===== config.mk =====
export PLATFORM = sky130hd
export DESIGN_NAME = dre_ctrl
export DESIGN_NICKNAME = d
export VERILOG_FILES = /design/src/hw/rtl/dre_pkg.sv /design/src/hw/rtl/dre_ctrl.sv
export SDC_FILE = /design/constraint.sdc
export NUM_CORES = 1
export LEC_CHECK = 0
export BUFFER_PORTS_ARGS = -buffer_cell sky130_fd_sc_hd__buf_2
export CAP_MARGIN = 20
export CORE_MARGIN = 1
export CORE_UTILIZATION = 30
export CTS_BUF_LIST = sky130_fd_sc_hd__clkbuf_8
export CTS_CLUSTER_SIZE = 25
export DETAILED_ROUTE_END_ITERATION = 10
export SLEW_MARGIN = 20
export SYNTH_ARGS = -nofsm -noshare
export SYNTH_HDL_FRONTEND = slang
export SYNTH_SLANG_ARGS = --single-unit

===== constraint.sdc =====
create_clock -name clk -period 4 [get_ports clk]
set_input_delay 0.4 -clock clk [delete_from_list [all_inputs] [get_ports clk]]
set_output_delay 0.4 -clock clk [all_outputs]
set_load 0.02 [all_outputs]

===== src/hw/rtl/dre_pkg.sv =====
// Shared types, constants and modular helpers for the double rolling hash engine.
package dre_pkg;

    localparam int HASH_W      = 30;
    localparam int CHAR_W      = 8;
    localparam int MAX_LEN_DEF = 4096;

    localparam logic [HASH_W-1:0] BASE_ONE = 30'd1007;
    localparam logic [HASH_W-1:0] BASE_TWO = 30'd2009;
    localparam logic [HASH_W-1:0] MOD_ONE  = 30'd1000000007;
    localparam logic [HASH_W-1:0] MOD_TWO  = 30'd1000000009;

    typedef enum logic [2:0] {
        OP_CLEAR  = 3'd0,
        OP_APPEND = 3'd1,
        OP_FINISH = 3'd2,
        OP_RANGE  = 3'd3,
        OP_PALIN  = 3'd4,
        OP_LCP    = 3'd5
    } op_t;

    typedef enum logic [1:0] {
        ST_OK         = 2'd0,
        ST_BAD_RANGE  = 2'd1,
        ST_FULL       = 2'd2,
        ST_NO_REVERSE = 2'd3
    } st_t;

    typedef enum logic [1:0] {
        MM_RANGE = 2'd0,
        MM_FWD   = 2'd1,
        MM_POW   = 2'd2,
        MM_REV   = 2'd3
    } mm_sel_t;

    typedef enum logic [1:0] {
        RS_AB  = 2'd0,
        RS_REV = 2'd1,
        RS_LA  = 2'd2,
        RS_LB  = 2'd3
    } rsrc_t;

    typedef enum logic [2:0] {
        PH_Q   = 3'd0,
        PH_REV = 3'd1,
        PH_FWD = 3'd2,
        PH_LA  = 3'd3,
        PH_LB  = 3'd4
    } phase_t;

    typedef enum logic [3:0] {
        S_IDLE,
        S_DECODE,
        S_APP_F,
        S_APP_P,
        S_REV_CHK,
        S_REV_RD,
        S_REV_MM,
        S_RD_LP,
        S_RD_R,
        S_MM_R,
        S_MM_W,
        S_POST,
        S_LCP_CHK,
        S_DONE
    } state_t;

    typedef struct packed {
        logic    capture;
        logic    clear;
        logic    set_status;
        st_t     st_val;
        logic    ld_range;
        rsrc_t   range_src;
        logic    hsel_r;
        logic    cap_lp;
        logic    cap_r;
        logic    mm_start;
        mm_sel_t mm_sel;
        logic    range_save;
        logic    save_x;
        logic    set_hash;
        logic    set_pal;
        logic    lcp_init;
        logic    lcp_upd;
        logic    set_plen;
        logic    app_fwd;
        logic    app_pow;
        logic    rev_start;
        logic    rev_rd;
        logic    rev_wr;
        logic    rev_done;
        logic    rev_off;
        logic    out_load;
    } dre_cmd_t;

    typedef struct packed {
        op_t  op;
        logic range_ok;
        logic lcp_ok;
        logic full;
        logic ren;
        logic rdy;
        logic mm_done;
        logic lcp_more;
        logic eq;
        logic rev_end;
        logic out_busy;
    } dre_sts_t;

    function automatic logic [HASH_W-1:0] add_mod(input logic [HASH_W-1:0] x,
                                                  input logic [HASH_W-1:0] y,
                                                  input logic [HASH_W-1:0] m);
        logic [HASH_W:0] s;
        s = {1'b0, x} + {1'b0, y};
        if (s >= {1'b0, m}) begin
            s = s - {1'b0, m};
        end
        return s[HASH_W-1:0];
    endfunction

    // (x - y) mod m for x, y below m
    function automatic logic [HASH_W-1:0] sub_mod(input logic [HASH_W-1:0] x,
                                                  input logic [HASH_W-1:0] y,
                                                  input logic [HASH_W-1:0] m);
        logic [HASH_W-1:0] ny;
        ny = m - y;
        return add_mod(x, ny, m);
    endfunction

endpackage


===== src/hw/rtl/dre_ctrl.sv =====
// Controller: sequences each item's reads, multiplies and search steps.
module dre_ctrl (
    input  logic              clk,
    input  logic              rst_n,
    input  logic              in_valid,
    output logic              in_stall,
    input  dre_pkg::dre_sts_t sts,
    output dre_pkg::dre_cmd_t cmd
);
    import dre_pkg::*;

    state_t state_reg, state_next;
    phase_t phase_reg, phase_next;

    always_ff @(posedge clk or negedge rst_n)
    begin
        if (!rst_n)
        begin
            state_reg <= S_IDLE;
            phase_reg <= PH_Q;
        end
        else
        begin
            state_reg <= state_next;
            phase_reg <= phase_next;
        end
    end

    always_comb
    begin
        state_next = state_reg;
        phase_next = phase_reg;
        cmd        = '0;
        in_stall   = 1'b1;
        case (state_reg)
            S_IDLE:
            begin
                in_stall = 1'b0;
                if (in_valid)
                begin
                    cmd.capture = 1'b1;
                    state_next  = S_DECODE;
                end
            end
            S_DECODE:
            begin
                state_next = S_DONE;
                case (sts.op)
                    OP_CLEAR:
                    begin
                        cmd.clear = 1'b1;
                    end
                    OP_APPEND:
                    begin
                        if (sts.full)
                        begin
                            cmd.set_status = 1'b1;
                            cmd.st_val     = ST_FULL;
                        end
                        else
                        begin
                            cmd.mm_start = 1'b1;
                            cmd.mm_sel   = MM_FWD;
                            state_next   = S_APP_F;
                        end
                    end
                    OP_FINISH:
                    begin
                        if (sts.ren)
                        begin
                            cmd.rev_start = 1'b1;
                            state_next    = S_REV_CHK;
                        end
                        else
                        begin
                            cmd.rev_off = 1'b1;
                        end
                    end
                    OP_RANGE:
                    begin
                        if (!sts.range_ok)
                        begin
                            cmd.set_status = 1'b1;
                            cmd.st_val     = ST_BAD_RANGE;
                        end
                        else
                        begin
                            cmd.ld_range  = 1'b1;
                            cmd.range_src = RS_AB;
                            phase_next    = PH_Q;
                            state_next    = S_RD_LP;
                        end
                    end
                    OP_PALIN:
                    begin
                        if (!sts.range_ok)
                        begin
                            cmd.set_status = 1'b1;
                            cmd.st_val     = ST_BAD_RANGE;
                        end
                        else if (!sts.rdy)
                        begin
                            cmd.set_status = 1'b1;
                            cmd.st_val     = ST_NO_REVERSE;
                        end
                        else
                        begin
                            cmd.ld_range  = 1'b1;
                            cmd.range_src = RS_REV;
                            phase_next    = PH_REV;
                            state_next    = S_RD_LP;
                        end
                    end
                    OP_LCP:
                    begin
                        if (!sts.lcp_ok)
                        begin
                            cmd.set_status = 1'b1;
                            cmd.st_val     = ST_BAD_RANGE;
                        end
                        else
                        begin
                            cmd.lcp_init = 1'b1;
                            state_next   = S_LCP_CHK;
                        end
                    end
                    default:
                    begin
                        state_next = S_DONE;
                    end
                endcase
            end
            S_APP_F:
            begin
                if (sts.mm_done)
                begin
                    cmd.app_fwd  = 1'b1;
                    cmd.mm_start = 1'b1;
                    cmd.mm_sel   = MM_POW;
                    state_next   = S_APP_P;
                end
            end
            S_APP_P:
            begin
                if (sts.mm_done)
                begin
                    cmd.app_pow = 1'b1;
                    state_next  = S_DONE;
                end
            end
            S_REV_CHK:
            begin
                if (sts.rev_end)
                begin
                    cmd.rev_done = 1'b1;
                    state_next   = S_DONE;
                end
                else
                begin
                    state_next = S_REV_RD;
                end
            end
            S_REV_RD:
            begin
                cmd.rev_rd   = 1'b1;
                cmd.mm_start = 1'b1;
                cmd.mm_sel   = MM_REV;
                state_next   = S_REV_MM;
            end
            S_REV_MM:
            begin
                if (sts.mm_done)
                begin
                    cmd.rev_wr = 1'b1;
                    state_next = S_REV_CHK;
                end
            end
            S_RD_LP:
            begin
                state_next = S_RD_R;
            end
            S_RD_R:
            begin
                cmd.cap_lp = 1'b1;
                cmd.hsel_r = 1'b1;
                state_next = S_MM_R;
            end
            S_MM_R:
            begin
                cmd.cap_r    = 1'b1;
                cmd.mm_start = 1'b1;
                cmd.mm_sel   = MM_RANGE;
                state_next   = S_MM_W;
            end
            S_MM_W:
            begin
                if (sts.mm_done)
                begin
                    cmd.range_save = 1'b1;
                    state_next     = S_POST;
                end
            end
            S_POST:
            begin
                case (phase_reg)
                    PH_Q:
                    begin
                        cmd.set_hash = 1'b1;
                        state_next   = S_DONE;
                    end
                    PH_REV:
                    begin
                        cmd.save_x    = 1'b1;
                        cmd.ld_range  = 1'b1;
                        cmd.range_src = RS_AB;
                        phase_next    = PH_FWD;
                        state_next    = S_RD_LP;
                    end
                    PH_FWD:
                    begin
                        cmd.set_hash = 1'b1;
                        cmd.set_pal  = 1'b1;
                        state_next   = S_DONE;
                    end
                    PH_LA:
                    begin
                        cmd.save_x    = 1'b1;
                        cmd.ld_range  = 1'b1;
                        cmd.range_src = RS_LB;
                        phase_next    = PH_LB;
                        state_next    = S_RD_LP;
                    end
                    default:
                    begin
                        cmd.lcp_upd = 1'b1;
                        state_next  = S_LCP_CHK;
                    end
                endcase
            end
            S_LCP_CHK:
            begin
                if (sts.lcp_more)
                begin
                    cmd.ld_range  = 1'b1;
                    cmd.range_src = RS_LA;
                    phase_next    = PH_LA;
                    state_next    = S_RD_LP;
                end
                else
                begin
                    cmd.set_plen = 1'b1;
                    state_next   = S_DONE;
                end
            end
            S_DONE:
            begin
                // hold the result until the output register is free
                if (!sts.out_busy)
                begin
                    cmd.out_load = 1'b1;
                    state_next   = S_IDLE;
                end
            end
            default:
            begin
                state_next = S_IDLE;
            end
        endcase
    end

endmodule


==> impl_metrics.toml, run 1 <==
[finish]
final_util = 0.417
antenna_cells = 0
area_growth_pct = 29.9
largest_register_ffs = 4
final_nets = 181
drive_gt1_frac = 0.348
final_area_um2 = 1160

[clocking]
cts_buffers = 3
clock_latency_ns = 0.23
cts_root_buf = "clkbuf_8"
clock_sinks = 7
cts_tree = "yes"
post_cts_buffers = 0
cts-htree-levels = 1
clockBufferDepth = 2
clk_pin_slew_ns = 0.04

[setup_path]
worstSetupPathType = "reg2out"
cp-end-kind = "primary output"
worstPathArrival_ns = 2.07
cp_data_required_time_ns = 3.60
worstPathMaxFanout = 17
start_kind = "flip-flop"

[grt]
grt_max_degree = 19
gr-total-overflow = 0
antenna_found_initial = 0
globalRouteMet3Util = 0.0184
grt_pass1_wl_um = 3840
grt-busiest-layer = "met2"
grt_use_met1 = 0.214
grtUsageMet2 = 0.225
grt_pass1_vias = 883
track_usage = 0.147

[flow_run]
drv_cap = 0

[timing]
relSlewSlack = 0.641
rsz0062_at_grt = "no"
setup_violations = 0
fmaxAchievable_mhz = 405
hold_viol_final = 0
min_period_ns = 2.47
setup-tns-final_ns = 0
max_slew.worst_pin.slew_ns = 0.538
finalCritPeriodShare = 0.617
slew_viol_final = 0
skew_ns = 0.00245

[drt]
firstDrtPassIters = 4
drt_iter0_markers = 29
num_vias = 1038
antenna_left = 0
route.detailed.drc = 0
viasPerCell = 5.32
routedWlPerCell_um = 12.1
wirelength_um = 2350

[floorplan]
die_height_um = 56.5
start_util = 0.321
core_um2 = 2780
ios = 46
die_x_um = 56.5
rows = 19
dieArea_um2 = 3200

[logic_synthesis]
yosysSeqAreaShare = 0.196
synth.distinct_cells = 43
syn_nets = 139
avgSynthCellArea_um2 = 7.25
syn-cell-area_um2 = 892
synth_warnings = 0
synthCells = 123
synth-seq-cells = 7

[outcome]
status = "finished, final reports clean"

[power_and_ir_drop]
power_uw = 767
ir_drop_uv = 325
p_leak_nw = 0.543
power_density_nw_per_um2 = 662

[place]
dp_hpwl_um = 1850
place.gp.congestion = 0.818
place_area_um2 = 1100
portBuffers = 44

[hold_path]
min-delay-path-class = "in2async"
cell type report:
class | instances | area [um2]
Clock buffer | 3 | 41.3
Clock inverter | 1 | 3.75
Fill cell | 298 | 1620
Inverter | 3 | 11.3
Multi-Input combinational cell | 105 | 658
Sequential cell | 7 | 175
Tap cell | 31 | 38.8
Timing Repair Buffer | 45 | 230
placed cells by master (no fill, tap or decap), types with 2 or more instances in the layout:
cell type / count
buf_2: 44
nor2_1: 18
nand2_1: 12
dfrtp_1: 7
nor3_1: 6
o21ai_0: 6
nand2b_1: 5
a21oi_1: 5
o21ai_1: 5
nor2b_1: 4
inv_1: 4
a31oi_1: 4
and2_1: 3
o211ai_1: 3
clkbuf_8: 3
nor4b_1: 2
nand3b_1: 2
or3_1: 2
nand4_1: 2
o21a_1: 2
and3_1: 2
nor4_1: 2
nor3b_1: 2
final timing paths:
check	from	end	slack [ns]	cells after the start
max	state_reg[0]	cmd[23]	1.53	4
min	rst_n	state_reg[0]	0.53	2
max reg2reg	state_reg[0]	state_reg[1]	2.04	5
min reg2reg	phase_reg[1]	phase_reg[2]	0.60	2
max in group asynchronous	rst_n	phase_reg[2]	3.31	2
min in group clk	sts[4]	state_reg[1]	0.55	3
per-layer routing:
metal	vias up	routed length [um]
met1	473	1110
met4	0	0
met3	0	145
met2	37	1100
li1	528	-
met5	-	0
where the power goes:
| part | internal (mW) | switching (mW) | leakage, nW |
|---|---|---|---|
| Combinational | 0.193 | 0.265 | 0.432 |
| Clock | 0.0663 | 0.0305 | 0.0269 |
| Sequential | 0.107 | 0.106 | 0.0836 |
stage by stage:
stage / worst slack [ns] / hold WS, ns / instances
2_1_floorplan: 1.92 / 0.104 / 123
3_3_place_gp: 1.77 / 0.237 / 190
3_5_place_dp: 1.78 / 0.237 / 190
4_1_cts: 1.53 / 0.534 / 195
5_1_grt: 1.39 / 0.544 / 195
6_report: 1.53 / 0.533 / 195
repair_timing:
item | in CTS | in global routing
hold endpoints to repair | 7 | 0
gates resized for setup | 0 | 0
hold buffers | 1 | 0
synthesized netlist by cell type, drive strengths merged:
| cell type | instances | share of area |
|---|---|---|
| a21o | 1 | 0.0084 |
| a21oi | 6 | 0.046 |
| a22oi | 1 | 0.0084 |
| a31o | 1 | 0.0098 |
| a31oi | 4 | 0.028 |
| a32oi | 1 | 0.0098 |
| and2 | 3 | 0.021 |
| and3 | 2 | 0.014 |
| buf | 7 | 0.049 |
| clkbuf | 1 | 0.0042 |
| dfrtp | 7 | 0.20 |
| inv | 3 | 0.013 |
| maj3 | 1 | 0.011 |
| mux2 | 1 | 0.017 |
| nand2 | 12 | 0.050 |
| nand2b | 5 | 0.035 |
| nand3 | 1 | 0.0056 |
| nand3b | 2 | 0.017 |
| nand4 | 2 | 0.014 |
| nand4b | 1 | 0.0098 |
| nor2 | 19 | 0.083 |
| nor2b | 4 | 0.028 |
| nor3 | 6 | 0.034 |
| nor3b | 4 | 0.052 |
| nor4 | 2 | 0.014 |
| nor4b | 3 | 0.036 |
| o211ai | 3 | 0.025 |
| o21a | 2 | 0.017 |
| o21ai | 11 | 0.062 |
| o21bai | 1 | 0.0084 |
| o221ai | 1 | 0.029 |
| o41ai | 1 | 0.0098 |
| or2 | 1 | 0.0070 |
| or3 | 2 | 0.014 |
| or4 | 1 | 0.013 |
worst max-delay path, cell delays in order (launching register included):
cell and delay (ns):
dfrtp_1 0.64, nor4b_2 0.48, nand2_1 0.19, o221ai_4 0.30, buf_2 0.23
kinds of logic (layout without fill, tap and decap cells):
family / count (synthesis) / in the layout / synth area share
compound gates: 33 / 33 / 0.262
buf+inv: 11 / 52 / 0.0659
mux: 1 / 1 / 0.0168
simple gates: 70 / 70 / 0.447
flops: 7 / 7 / 0.196
fa+ha+maj: 1 / 1 / 0.0112
(Power assumes the default switching activity.)
==> run 2: changes to the inputs <==
Clock period 4 ns to 2 ns, I/O delays scaled along.
==> run 2 against run 1 <==
Clock power rose by 100%. Critical path depth rose by 1. Global-route usage rose by 1.4 points. Sequential share of layout area fell by 0.97 points.
==> impl_metrics.toml, run 2 (same netlist as run 1, synthesis figures left out) <==
[outcome]
status = "finished, final reports clean"

[finish]
multi_input_area_um2 = 663
seq_area_um2 = 179
area_growth_pct = 41.8
drive_gt1_frac = 0.424
antenna_cells = 0
n_fill_cell = 300
final_cells = 208
largest_register_ffs = 4
layout_common_cells = "44 x buf_2, 16 x nor2_1, 13 x buf_4, 12 x nand2_1"
final_common_cell = "buf_2"
final_nets = 194

[timing]
rsz0062_at_grt = "no"
skew_ns = 0.00570
finalCritPeriodShare = 0.965
min_period_ns = 1.93
fin_hold_ws_ns = 0.330
max_slew.worst_pin.slew_ns = 0.446
fmaxAchievable_mhz = 518
hold_viol_final = 0
relSlewSlack = 0.698
setup-tns-final_ns = 0
fin_ws_ns = 0.0690
slew_viol_final = 0
setup_violations = 0

[clocking]
clock_latency_ns = 0.23
cts_tree = "yes"
clk_pin_slew_ns = 0.04
clock_sinks = 7
cts_buffers = 3
cts-htree-levels = 1
cts_root_buf = "clkbuf_8"
clockBufferDepth = 2

[drt]
num_vias = 1114
routedWlPerCell_um = 13.0
route.detailed.drc = 0
viasPerCell = 5.36
firstDrtPassIters = 4
antenna_left = 0
wirelength_um = 2710
drt_iter0_markers = 29

[grt]
track_usage = 0.161
grt_pass1_vias = 945
gr-total-overflow = 0
antenna_found_initial = 0
grt_max_degree = 18
grt_pass1_wl_um = 4220

[power_and_ir_drop]
power_density_nw_per_um2 = 1380
p_leak_nw = 0.601
power_mw = 1.75
ir_drop_uv = 991

[setup_path]
worstPathMaxFanout = 14
worstSetupPathType = "reg2out"
cp-end-kind = "primary output"
path_cells = "nand2b_1 > nor2_1 > a31o_2 > or3_1 > buf_2"
max_stage_delay_ns = 0.52
r2r_start = "state_reg[0]"
rrSetupSlack_ns = 0.20
start_kind = "flip-flop"
cp_data_required_time_ns = 1.80
crit_slowest_cell = "dfrtp_2"
timing.rr.end = "state_reg[3]"
worstPathArrival_ns = 1.73
reg2reg_depth = 5

[flow_run]
drv_cap = 0

[place]
place.gp.congestion = 0.849
place_inst = 196
pre_cts_slack_ns = 0.146
portBuffers = 44
dp_hpwl_um = 2020

[hold_path]
min-delay-path-class = "in2async"

[floorplan]
dieArea_um2 = 3200
start_util = 0.321
rows = 19
die_x_um = 56.5
core_um2 = 2780
ios = 46
die_height_um = 56.5
run 2: cell types whose count changed in the layout (fill, tap and decap cells not counted), sizes merged:
cell / change
buf: +13
run 2: stage by stage:
stage	instance area, um2	utilization
after floorplan	892	-
after global placement	1150	0.413
after detailed placement	1150	0.413
after CTS	1210	0.434
after global routing	1260	0.455
final	1260	0.455
run 2: worst max-delay path, delay by kind of cell, from the launching register on:
kind                   cells  cell delay [ns]
AOI/OAI and AO/OA          1             0.24
buffers and inverters      1             0.16
DFF                        1             0.52
and+or+nand+nor            3             0.58
run 2: power by group:
| part | internal, mW | switching [mW] | total (mW) |
|---|---|---|---|
| logic | 0.517 | 0.638 | 1.15 |
| registers | 0.222 | 0.174 | 0.396 |
| clock network | 0.133 | 0.0647 | 0.198 |
| total | 0.872 | 0.876 | 1.75 |
run 2: timing repair:
item,CTS,global route
gates resized for setup,3,2
setup endpoints to repair,7,4
endpoints found under the hold margin,7,0
buffers inserted,0,7
hold buffers,1,0
run 2: how the worst max path moves through the flow:
| stage | startpoint | endpoint | slack, ns |
|---|---|---|---|
| 3_5_place_dp | state_reg[2] | state_reg[3] | 0.15 |
| 4_1_cts | state_reg[0] | cmd[17] | 0.02 |
| 3_3_place_gp | state_reg[0] | cmd[17] | 0.18 |
| 2_1_floorplan | state_reg[3] | state_reg[3] | 0.07 |
| 6_report | state_reg[3] | cmd[17] | 0.07 |
| 5_1_grt | state_reg[3] | cmd[17] | 0.0001 |
run 2: area by class of cell:
| class | count | area share |
|---|---|---|
| well taps | 31 | 0.0307 |
| repair buffers | 58 | 0.259 |
| multi-input cells | 105 | 0.524 |
| flip-flops and latches | 7 | 0.141 |
| inverters | 3 | 0.00890 |
| clock inverters | 1 | 0.00297 |
| clock buffers | 3 | 0.0326 |
run 2: metal layers:
metal	vias to the layer above	part of all wire	global-route usage
met1	522	0.47	0.227
met2	36	0.47	0.257
met3	3	0.053	0.0276
met4	0	0.0066	0.0314
met5	-	0	0
li1	553	-	-
==> run 3: changes to the inputs <==
Settings changed: ABC_AREA set to 1, CAP_MARGIN 20 to not set.
==> run 3 against run 2 <==
Global-route usage is 0.70 points lower. Largest power group unchanged. Synthesized cell count is 37% higher. Critical path depth is 3 higher. Largest cell class unchanged. Synthesized area is 9.4% higher.
==> impl_metrics.toml, run 3 <==
[logic_synthesis]
synthCells = 169
syn-cell-area_um2 = 976
yosysSeqAreaShare = 0.179
yosysTopAreaCellShare = 0.179
synth_warnings = 0
syn_nets = 185
avgSynthCellArea_um2 = 5.77
synth_area_leaders = "dfrtp_1 18%, nand2_1 15%, inv_1 9.6%, nor2_1 9.6%, nand3_1 7.7%"
yosysTopAreaCell = "dfrtp_1"
async_reset_ff_frac = 1.00
synth_edf_count = 0
yosys-top-cells-count = "39 x nand2_1, 25 x inv_1, 25 x nor2_1"
ys.flop_type = "dfrtp_1"
synth.distinct_cells = 30
synthMostInstantiatedCell = "nand2_1"
synth-seq-cells = 7

[hold_path]
min-delay-path-class = "in2async"

[drt]
viasPerCell = 4.59
num_vias = 1179
wirelength_um = 2600
route.detailed.drc = 0
firstDrtPassIters = 4
antenna_left = 0
routedWlPerCell_um = 10.1
drt_iter0_markers = 44

[finish]
n_fill_cell = 351
layout_common_cells = "44 x buf_2, 39 x nand2_1, 26 x inv_1, 24 x nor2_1, 15 x nand3_1"
largest_register_ffs = 4
final_util = 0.413
final_common_cell = "buf_2"
multi_input_area_um2 = 648
antenna_cells = 0
area_growth_pct = 30.1
drive_gt1_frac = 0.324
seq_area_um2 = 176
final_nets = 230

[floorplan]
core_um2 = 3080
rows = 20
die_height_um = 59.0
dieArea_um2 = 3490
ios = 46
start_util = 0.317
die_x_um = 59.0

[outcome]
status = "finished, final reports clean"

[setup_path]
reg2reg_depth = 9
critical-path-top-delay-family = "simple AND/OR/NAND/NOR gates"
crit_slowest_cell = "dfrtp_1"
worstPathArrival_ns = 1.66
cp_num_cells = 8
path_buf_inv = 2
cp-end-kind = "primary output"
cp_data_required_time_ns = 1.80
start_kind = "flip-flop"
path_cells = "inv_2 > nand2_2 > nor2_4 > nand2_4 > nor2_1 > nand2_1 > o31ai_1 > buf_2"
worstSetupPathType = "reg2out"
max_stage_delay_ns = 0.40
worstPathMaxFanout = 5

[clocking]
clockBufferDepth = 2
clock_sinks = 7
clock_latency_ns = 0.22
clk_pin_slew_ns = 0.04
cts_buffers = 3
cts_tree = "yes"
cts_root_buf = "clkbuf_8"
cts-htree-levels = 1

[grt]
grt_max_degree = 12
antenna_found_initial = 0
gr-total-overflow = 0
grt_pass1_vias = 986
grt_pass1_wl_um = 4200
track_usage = 0.154

[timing]
fmaxAchievable_mhz = 538
rsz0062_at_grt = "no"
fin_hold_ws_ns = 0.338
relSlewSlack = 0.816
setup_violations = 0
slew_viol_final = 0
finalCritPeriodShare = 0.930
hold_viol_final = 0
min_period_ns = 1.86
setup-tns-final_ns = 0
max_slew.worst_pin.slew_ns = 0.272
skew_ns = 0.0000780

[place]
place.gp.congestion = 0.821
portBuffers = 44
dp_hpwl_um = 2110

[power_and_ir_drop]
power_density_nw_per_um2 = 1180
p_leak_nw = 0.739
ir_drop_uv = 582

[flow_run]
drv_cap = 0
run 3: changes by cell type after synthesis, moves of 4 or more:
cell / delta
o21ai_0: +5
nand2b_1: -5
inv_2: +4
nor2_1: +7
o21ai_1: -4
nor2b_1: -4
inv_1: +22
nand2_1: +27
nand2_2: +4
nand3_1: +14
run 3: path summary, 6_finish.rpt:
kind	endpoint	slack, ns	start
max	cmd[21]	0.14	state_reg[2]
min	state_reg[1]	0.34	rst_n
max reg2reg	phase_reg[0]	0.57	state_reg[2]
min reg2reg	phase_reg[2]	0.53	phase_reg[2]
max in group asynchronous	state_reg[0]	1.49	rst_n
min in group clk	state_reg[1]	0.37	sts[4]
run 3: final cells by class:
class / instances / share of cell area
Clock buffer: 3 / 0.0325
Clock inverter: 1 / 0.00296
Inverter: 30 / 0.0906
Multi-Input combinational cell: 127 / 0.510
Sequential cell: 7 / 0.139
Tap cell: 44 / 0.0433
Timing Repair Buffer: 45 / 0.181
run 3: report_power, final:
part	total (mW)	leakage, nW	internal, mW	switching, mW
Sequential	0.288	0.0881	0.209	0.0783
Combinational	1.02	0.624	0.329	0.691
Clock	0.190	0.0269	0.132	0.0575
Total	1.50	0.739	0.670	0.827
run 3: logic make-up after synthesis:
group           share of synthesized area
mux                                0.0103
buf+inv                             0.159
simple gates                        0.510
flops                               0.179
compound gates                      0.141
run 3: through the flow:
stage	total power, mW	worst slack (ns)	cells	area, um2
final	1.50	0.141	257	1270
after global routing	1.65	0.0236	257	1270
after detailed placement	1.30	0.381	252	1210
after floorplan	1.08	0.348	169	976
after global placement	1.31	0.347	252	1210
after CTS	1.51	0.128	257	1270
run 3: per-layer routing:
layer,global-route usage,wire (um),vias to the layer above
met5,0,0,-
met1,0.234,1350,509
li1,-,-,632
met4,0.0204,0,0
met2,0.232,1140,38
met3,0.0262,106,0
run 3: repair_timing:
action / in CTS / in global routing
resized for setup: 0 / 2
setup buffers: 0 / 0
hold buffers: 1 / 0
endpoints found under the hold margin: 7 / 0
setup endpoints to repair: 0 / 3
